$ cat src/rtl/pmftl_pkg.sv
// shared types and constants of the page-mapped flash translation engine
package pmftl_pkg;

   localparam int PAGES_PER_BLOCK = 16;
   localparam int PHYS_BLOCKS     = 64;
   localparam int LOGICAL_PAGES   = 768;

   localparam int PAGE_W  = 4;
   localparam int PTR_W   = 5;
   localparam int BLOCK_W = 6;
   localparam int LPN_W   = 10;
   localparam int PHYS_W  = BLOCK_W + PAGE_W;
   localparam int MAP_W   = PHYS_W + 1;
   localparam int CNT_W   = 5;
   localparam int BLK_W   = CNT_W + PAGES_PER_BLOCK;
   localparam int BUF_W   = 8;
   localparam int CMD_W   = 2;
   localparam int STAT_W  = 2;
   localparam int SCAN_W  = BLOCK_W + 1;
   localparam int EMIT_W  = 3;

   localparam logic [CMD_W-1:0] CMD_READ  = 2'd0;
   localparam logic [CMD_W-1:0] CMD_PROG  = 2'd1;
   localparam logic [CMD_W-1:0] CMD_ERASE = 2'd2;
   localparam logic [CMD_W-1:0] CMD_ZERO  = 2'd3;

   localparam logic [STAT_W-1:0] STAT_OK       = 2'd0;
   localparam logic [STAT_W-1:0] STAT_NO_EMPTY = 2'd1;
   localparam logic [STAT_W-1:0] STAT_DST_FULL = 2'd2;

   localparam logic [EMIT_W-1:0] EM_READ      = 3'd0;
   localparam logic [EMIT_W-1:0] EM_ZERO      = 3'd1;
   localparam logic [EMIT_W-1:0] EM_NO_EMPTY  = 3'd2;
   localparam logic [EMIT_W-1:0] EM_DST_FULL  = 3'd3;
   localparam logic [EMIT_W-1:0] EM_ERASE     = 3'd4;
   localparam logic [EMIT_W-1:0] EM_COPY_RD   = 3'd5;
   localparam logic [EMIT_W-1:0] EM_COPY_PG   = 3'd6;
   localparam logic [EMIT_W-1:0] EM_HOST_PG   = 3'd7;

   typedef struct packed {
      logic              take;
      logic              clr;
      logic              scan_start;
      logic              scan_step;
      logic              scan_excl;
      logic              set_dst;
      logic              set_src;
      logic              open_init;
      logic              erase_wr;
      logic              src_rd;
      logic              src_cap;
      logic              pg_inc;
      logic              own_cap;
      logic              l2p_rd;
      logic              cap_old;
      logic              rm_wr;
      logic              rm_inc;
      logic              ob_rd;
      logic              ob_wr;
      logic              own_wr;
      logic              ptr_inc;
      logic              rm_owner;
      logic              load;
      logic [EMIT_W-1:0] emit_sel;
   } ctrl_cmd_type;

   typedef struct packed {
      logic is_write;
      logic lpn_oob;
      logic open_full;
      logic map_zero_rd;
      logic old_zero;
      logic scan_done;
      logic best_nonzero;
      logic best_full;
      logic src_empty;
      logic pg_end;
      logic pg_bit;
      logic owner_oob;
      logic out_free;
      logic clr_done;
   } dp_stat_type;

endpackage

$ cat src/rtl/pmftl_ctrl.sv
// controller state machine: request dispatch, collection and remap sequencing
module pmftl_ctrl
   import pmftl_pkg::*;
(
   input  logic         clock,
   input  logic         reset,
   input  logic         req_tvalid,
   output logic         req_tready,
   input  dp_stat_type  stat,
   output ctrl_cmd_type cmd
);
   localparam logic [4:0] S_CLR     = 5'd0;
   localparam logic [4:0] S_IDLE    = 5'd1;
   localparam logic [4:0] S_DISP    = 5'd2;
   localparam logic [4:0] S_RD_REQ  = 5'd3;
   localparam logic [4:0] S_RD_CAP  = 5'd4;
   localparam logic [4:0] S_RD_EMIT = 5'd5;
   localparam logic [4:0] S_ZERO    = 5'd6;
   localparam logic [4:0] S_SCAN1   = 5'd7;
   localparam logic [4:0] S_CHK1    = 5'd8;
   localparam logic [4:0] S_SCAN2   = 5'd9;
   localparam logic [4:0] S_CHK2    = 5'd10;
   localparam logic [4:0] S_ST1     = 5'd11;
   localparam logic [4:0] S_ST2     = 5'd12;
   localparam logic [4:0] S_ERASE   = 5'd13;
   localparam logic [4:0] S_SRC_RD  = 5'd14;
   localparam logic [4:0] S_SRC_CAP = 5'd15;
   localparam logic [4:0] S_PG      = 5'd16;
   localparam logic [4:0] S_OWN_CAP = 5'd17;
   localparam logic [4:0] S_CRD     = 5'd18;
   localparam logic [4:0] S_CPG     = 5'd19;
   localparam logic [4:0] S_RM1     = 5'd20;
   localparam logic [4:0] S_RM2     = 5'd21;
   localparam logic [4:0] S_RM3     = 5'd22;
   localparam logic [4:0] S_RM4     = 5'd23;
   localparam logic [4:0] S_RM5     = 5'd24;
   localparam logic [4:0] S_CP_NEXT = 5'd25;
   localparam logic [4:0] S_WPG     = 5'd26;
   localparam logic [4:0] S_WR_DONE = 5'd27;

   logic [4:0] state_ff, state_in;
   logic       rm_gc_ff, rm_gc_in;
   logic [4:0] rm_ret;

   assign rm_ret     = rm_gc_ff ? S_CP_NEXT : S_WR_DONE;
   assign req_tready = (state_ff == S_IDLE);

   always_comb begin
      state_in = state_ff;
      rm_gc_in = rm_gc_ff;
      cmd      = '0;
      cmd.rm_owner = rm_gc_ff;
      unique case (state_ff)
         S_CLR: begin
            cmd.clr = 1'b1;
            if (stat.clr_done) state_in = S_IDLE;
         end
         S_IDLE: begin
            if (req_tvalid) begin
               cmd.take = 1'b1;
               state_in = S_DISP;
            end
         end
         S_DISP: begin
            cmd.rm_owner = 1'b0;
            if (!stat.is_write) begin
               state_in = stat.lpn_oob ? S_ZERO : S_RD_REQ;
            end else if (stat.lpn_oob) begin
               state_in = S_IDLE;
            end else if (stat.open_full) begin
               cmd.scan_start = 1'b1;
               state_in = S_SCAN1;
            end else begin
               state_in = S_WPG;
            end
         end
         S_RD_REQ: begin
            cmd.rm_owner = 1'b0;
            cmd.l2p_rd   = 1'b1;
            state_in     = S_RD_CAP;
         end
         S_RD_CAP: begin
            cmd.cap_old = 1'b1;
            state_in    = stat.map_zero_rd ? S_ZERO : S_RD_EMIT;
         end
         S_RD_EMIT: begin
            cmd.emit_sel = EM_READ;
            if (stat.out_free) begin
               cmd.load = 1'b1;
               state_in = S_IDLE;
            end
         end
         S_ZERO: begin
            cmd.emit_sel = EM_ZERO;
            if (stat.out_free) begin
               cmd.load = 1'b1;
               state_in = S_IDLE;
            end
         end
         S_SCAN1: begin
            cmd.scan_step = 1'b1;
            if (stat.scan_done) state_in = S_CHK1;
         end
         S_CHK1: begin
            if (stat.best_nonzero) begin
               state_in = S_ST1;
            end else begin
               cmd.set_dst    = 1'b1;
               cmd.scan_start = 1'b1;
               state_in       = S_SCAN2;
            end
         end
         S_SCAN2: begin
            cmd.scan_step = 1'b1;
            cmd.scan_excl = 1'b1;
            if (stat.scan_done) state_in = S_CHK2;
         end
         S_CHK2: begin
            if (stat.best_full) begin
               state_in = S_ST2;
            end else begin
               cmd.set_src = 1'b1;
               state_in    = S_ERASE;
            end
         end
         S_ST1: begin
            cmd.emit_sel = EM_NO_EMPTY;
            if (stat.out_free) begin
               cmd.load = 1'b1;
               state_in = S_IDLE;
            end
         end
         S_ST2: begin
            cmd.emit_sel = EM_DST_FULL;
            if (stat.out_free) begin
               cmd.load = 1'b1;
               state_in = S_IDLE;
            end
         end
         S_ERASE: begin
            cmd.emit_sel = EM_ERASE;
            if (stat.out_free) begin
               cmd.load      = 1'b1;
               cmd.open_init = 1'b1;
               cmd.erase_wr  = 1'b1;
               state_in      = stat.src_empty ? S_WPG : S_SRC_RD;
            end
         end
         S_SRC_RD: begin
            cmd.src_rd = 1'b1;
            state_in   = S_SRC_CAP;
         end
         S_SRC_CAP: begin
            cmd.src_cap = 1'b1;
            state_in    = S_PG;
         end
         S_PG: begin
            if (stat.pg_end) begin
               state_in = S_WPG;
            end else if (stat.pg_bit) begin
               state_in = S_OWN_CAP;
            end else begin
               cmd.pg_inc = 1'b1;
            end
         end
         S_OWN_CAP: begin
            cmd.own_cap = 1'b1;
            state_in    = S_CRD;
         end
         S_CRD: begin
            cmd.emit_sel = EM_COPY_RD;
            if (stat.out_free) begin
               cmd.load = 1'b1;
               state_in = S_CPG;
            end
         end
         S_CPG: begin
            cmd.emit_sel = EM_COPY_PG;
            cmd.rm_owner = 1'b1;
            if (stat.out_free) begin
               cmd.load   = 1'b1;
               cmd.own_wr = 1'b1;
               rm_gc_in   = 1'b1;
               state_in   = stat.owner_oob ? S_CP_NEXT : S_RM1;
            end
         end
         S_RM1: begin
            cmd.l2p_rd = 1'b1;
            state_in   = S_RM2;
         end
         S_RM2: begin
            cmd.cap_old = 1'b1;
            cmd.rm_wr   = 1'b1;
            state_in    = S_RM3;
         end
         S_RM3: begin
            cmd.rm_inc = 1'b1;
            state_in   = stat.old_zero ? rm_ret : S_RM4;
         end
         S_RM4: begin
            cmd.ob_rd = 1'b1;
            state_in  = S_RM5;
         end
         S_RM5: begin
            cmd.ob_wr = 1'b1;
            state_in  = rm_ret;
         end
         S_CP_NEXT: begin
            cmd.ptr_inc = 1'b1;
            cmd.pg_inc  = 1'b1;
            state_in    = S_PG;
         end
         S_WPG: begin
            cmd.emit_sel = EM_HOST_PG;
            cmd.rm_owner = 1'b0;
            if (stat.out_free) begin
               cmd.load   = 1'b1;
               cmd.own_wr = 1'b1;
               rm_gc_in   = 1'b0;
               state_in   = S_RM1;
            end
         end
         S_WR_DONE: begin
            cmd.ptr_inc = 1'b1;
            state_in    = S_IDLE;
         end
         default: begin
            state_in = S_IDLE;
         end
      endcase
   end

   always_ff @(posedge clock) begin
      if (reset) begin
         state_ff <= S_CLR;
         rm_gc_ff <= 1'b0;
      end else begin
         state_ff <= state_in;
         rm_gc_ff <= rm_gc_in;
      end
   end
endmodule

$ cat config.mk
export PLATFORM = sky130hd
export DESIGN_NAME = pmftl_ctrl
export DESIGN_NICKNAME = d
export VERILOG_FILES = /design/src/rtl/pmftl_pkg.sv /design/src/rtl/pmftl_ctrl.sv
export SDC_FILE = /design/constraint.sdc
export NUM_CORES = 1
export LEC_CHECK = 0
export BUFFER_PORTS_ARGS = -buffer_cell sky130_fd_sc_hd__buf_2
export CORE_MARGIN = 1.5
export CORE_UTILIZATION = 49
export CTS_CLUSTER_DIAMETER = 30
export CTS_CLUSTER_SIZE = 14
export DETAILED_ROUTE_END_ITERATION = 6
export PLACE_DENSITY = 0.8
export SYNTH_ARGS = -nofsm -noshare
export SYNTH_HDL_FRONTEND = slang
export SYNTH_SLANG_ARGS = --single-unit
$ cat constraint.sdc
create_clock -name clock -period 2 [get_ports clock]
set_input_delay 0.2 -clock clock [delete_from_list [all_inputs] [get_ports clock]]
set_output_delay 0.2 -clock clock [all_outputs]
set_load 0.005 [all_outputs]
---- Yosys cells after proc, flatten, opt, wreduce, memory -nomap -nowiden ----
Index checks and enable logic that the tools add are counted.
storage, ports and cells
  register bits ........................... 6
  input bits .............................. 17
cells by class
  eq/ne operators ......................... 37
  mux-type cells .......................... 58
  reduce and logical (&&, ||, !) cells .... 12
operators by type and width
  cell                                                    number
  case mux 5 bit (23 select lines)                        1
  two-way mux 5 bit                                       15
  == test 5 bit (second input constant)                   12
  == test 5 x 4 -> 1 bit (second input constant)          8
  case mux 4 bit (8 select lines)                         1
  two-way mux 1 bit                                       29
  == test 5 x 3 -> 1 bit (second input constant)          4
  inequality test 2 bit (second input constant)           8
  OR reduction 2 bit                                      6
  == test 5 x 2 -> 1 bit (second input constant)          2
  two-way mux 2 bit                                       5
  AND reduction 10 bit                                    1
  two-way mux 4 bit                                       2
  case mux 1 bit (2 select lines)                         4
  == test 5 x 1 -> 1 bit (second input constant)          1
  zero test 5 bit                                         1
  OR reduction 4 bit                                      1
  two-way mux 3 bit                                       1
  inequality test 3 bit (second input constant)           1
  AND reduction 3 bit                                     1
  OR reduction 3 bit                                      1
  inequality test 2 x 1 -> 1 bit (second input constant)  1
  nonzero test 2 bit                                      1

---- Depth between registers and ports, before layout ----
  depth in word-level cells ............... 4
  depth in mapped cells ................... 8

---- Worst setup path after synthesis ----
Ideal clock, no wire load.
  path type ............................... register -> output
  start point ............................. reg state_ff[4]
  end point ............................... out cmd[18] (netlist name)
  data arrival time ....................... 1534 ps
  data required time ...................... 1800 ps
  setup slack ............................. 266 ps
  stages on the path, launching flop included .. 7
  path buffers ............................ 5
  cell sequence ........................... dfxtp_1 -> buf_2 -> buf_2 -> buf_4 -> buf_2 -> nor4_1 -> buf_4
RTL lines
  item                    RTL line           RTL
  start, declared         pmftl_ctrl.sv:41   logic [4:0] state_ff, state_in;
  start signal, assigned  pmftl_ctrl.sv:238  state_ff <= state_in;
  end, declared           pmftl_ctrl.sv:10   output ctrl_cmd_type cmd

==> run metrics <==
number of antenna violations at the first check in global routing 0; antenna diode count 0; Avg Synthesized Cell Area 6.71 µm²; via count of the routed design 1604; worst max-slew margin expressed relative to the limit 67.7%; Worst Hold Path EP state_ff[0]; register bit total from synthesis 6; number of nets in the final layout 240; CTS root buf clkbuf_4; largest family of logic cells by synthesized area compound AO/OA/AOI/OAI gates; hold violation count in the final report 0; origin of the worst min-delay path reset; remaining routing DRC violations 0; post-synthesis share of cell area spent on and, or, nand and nor gates approximately 36%; number of nets with antenna violations after detailed routing 0; buffer count from post-CTS setup fixing 0; power density relative to cell area 979 nW/µm²; destination of the worst register-to-register timing path state_ff[2]; die area 2680 µm²; Post-Syn Nets 191; worst IR drop on VDD 0.000749 V; number of iterations in the first detailed-routing pass 5; worst reg-to-reg path cell count 6; EDFF count, synth 0; compound-cell area share of the yosys netlist 37.4%; parity-gate share of the synthesized area counting xor and xnor cells between 1.5 and 2%; number of DRC markers in iteration 0 87; worst-skew pair later-pin latency 0.25 ns; die extent in y 51.8 µm; utilization after layout 66.9%; worst reg-to-reg setup slack 0.19 ns; result of the run finished clean; Max Freq roughly 0.52 GHz; Req. time, crit path approximately 1.8 ns; kind of end point of the critical path output port; largest fanout of any net on the critical path 15; final weighted congestion in routability-driven placement 1.02; number of instances resized during post-cts repair 2; classification of the worst setup path reg -> out; routed wire length 4.19 mm; dominant synthesized flop cell dfxtp_1; transition time at the pin with the least slew margin 0.478 ns; clock transition at the registers of the reported paths 0.05 ns; setup tns final 0 ns; mean number of vias per cell 6.44; total clock buffers created by CTS 3; number of distinct library cell variants in the gate-level netlist after synthesis 53; wire length of the first global-routing pass 6.69 mm; # Max-Cap Violations 0; detail-routed net length per standard cell 16.8 µm; fin. max-slew vios 0; hold-fix buffers at CTS 0; clock tree from TritonCTS yes; Clock Path Buffers 2; pin count of the biggest net entering global routing 22; Warnings, synthesis 0; via count of the first global-routing pass 1425; unrepaired setup endpoints after global routing false; global-route congestion overflow total 0; Post-Synthesis Cell Area around 1200 µm²; Placeable Area 2230 µm²; post-synthesis mux area share 3.00%; Syn-to-layout area delta 28.1%; crit path time final 1.92 ns; post-route fraction of the period consumed by the critical path between 90% and 100%; effective utilization at floorplan 52.3%; H-tree levels 1; number of top-level pins 44; leakage power summed over all cells 0.664 nW; combined global-route utilization of all metal layers roughly a third; Num Clock Sinks 6; number of standard cells after synthesis 174; launch instance of the worst register-to-register path state_ff[0]; width of the die approximately 52 µm; count of cells along the worst hold path 2; kind of start point of the critical path register; sequential fraction of the synthesis area about 10%; worst path arrival time 1.72 ns; final setup violation count 0; row cnt 17; count of port buffers added during placement 43; ratio of cells with drive above 1 in the final layout 34.4%; class of the tightest hold or removal check in -> reg; FFs w/ async S/R, synth 0%; Final Skew 0.00662 ns; post-detail-place hpwl 3.22 mm; post-synthesis adder-cell area fraction 0%
[placed cells by master, fill, tap and decap left out, drive strengths merged, types with 2 or more instances in the layout]
master	count
buf	62
nor2	21
nand2	16
a21oi	15
nor3	9
nor4	7
nand2b	6
dfxtp	6
o21ai	5
inv	4
nor2b	4
nand3b	4
nand3	4
a22oi	3
o32ai	3
and2	3
o31a	3
nand4	3
clkbuf	3
o31ai	3
a41o	2
nor3b	2
o211a	2
a221oi	2
o22ai	2
mux2i	2
a211o	2
o2bb2ai	2
a211oi	2
[final cells by class]
| class | count | area [µm²] |
|---|---|---|
| repair buffers | 62 | 370 |
| well taps | 28 | 35.0 |
| flip-flops and latches | 6 | 124 |
| clock buffers | 3 | 22.5 |
| inverters | 5 | 18.8 |
| multi-input cells | 145 | 925 |
| fillers | 196 | 738 |
[critical path: stages, from the launching register on]
cell      delay [ns]
dfxtp_2         0.39
buf_4           0.19
or2_1           0.23
buf_4           0.18
nor4_2          0.18
o21bai_1        0.16
buf_2           0.14
[per-stage QoR]
stage | setup slack (ns) | hold slack (ns) | power, mW | cell area [µm²] | cells
final | 0.0826 | 0.178 | 1.46 | 1500 | 249
after global routing | 0.00599 | 0.188 | 1.56 | 1500 | 249
after CTS | 0.000245 | 0.173 | 1.41 | 1490 | 249
after detailed placement | 0.138 | 0.432 | 1.29 | 1460 | 246
after global placement | 0.190 | 0.427 | 1.29 | 1460 | 246
after floorplan | 0.266 | 0.269 | 0.985 | 1170 | 174
[worst max-delay path by stage]
stage,start,to,slack [ns]
6_report,state_ff[2],cmd[23],0.08
2_1_floorplan,state_ff[4],cmd[18],0.27
3_5_place_dp,state_ff[2],state_ff[4],0.14
4_1_cts,state_ff[2],cmd[25],0.0002
5_1_grt,state_ff[2],cmd[23],0.006
3_3_place_gp,state_ff[2],state_ff[4],0.19
[layer usage]
metal | global-route usage (%) | share of wire [%] | vias to the layer above | wire (µm)
li1 | - | - | 752 | -
met1 | 43.9 | 40 | 710 | 1690
met2 | 53.8 | 46 | 124 | 1920
met3 | 4.89 | 11 | 18 | 464
met4 | 14.0 | 2.8 | 0 | 119
met5 | 0 | 0 | - | 0
[power by group]
group	switching, mW	internal (mW)	total, mW
registers	0.0860	0.155	0.241
logic	0.637	0.471	1.11
clock network	0.0480	0.0682	0.116
[kinds of logic (layout without fill, tap and decap cells)]
logic type	Yosys count	after routing
and+or+nand+nor	83	83
AOI/OAI and AO/OA	57	57
buffers and inverters	23	70
DFF	6	6
muxes	3	3
xor gates and xnor gates	2	2
[state kept, by name, summed over array words and instances, names as in the netlist]
| register | cells |
|---|---|
| rm_gc_ff | 1 |
| state_ff | 5 |
[synth_stat cells (2+ instances only)]
library cell / instances / area (µm²)
a211o_1: 2 / 17.5
a211oi_1: 2 / 15.0
a21oi_1: 15 / 75.1
a221oi_1: 2 / 17.5
a22oi_1: 3 / 22.5
a41o_1: 2 / 20.0
and2_1: 3 / 18.8
buf_2: 8 / 40.0
buf_4: 4 / 30.0
buf_6: 3 / 33.8
clkbuf_1: 2 / 7.51
dfxtp_1: 6 / 120
inv_1: 4 / 15.0
mux2i_1: 2 / 20.0
nand2_1: 16 / 60.1
nand2b_1: 6 / 37.5
nand3_1: 4 / 20.0
nand3b_1: 4 / 30.0
nand4_1: 3 / 18.8
nor2_1: 20 / 75.1
nor2b_1: 4 / 25.0
nor3_1: 9 / 45.0
nor3b_1: 2 / 15.0
nor4_1: 7 / 43.8
o211a_1: 2 / 20.0
o21ai_0: 5 / 25.0
o22ai_1: 2 / 12.5
o2bb2ai_1: 2 / 17.5
o31a_1: 3 / 26.3
o31ai_1: 2 / 15.0
o32ai_1: 3 / 26.3
(Power assumes the default switching activity.)
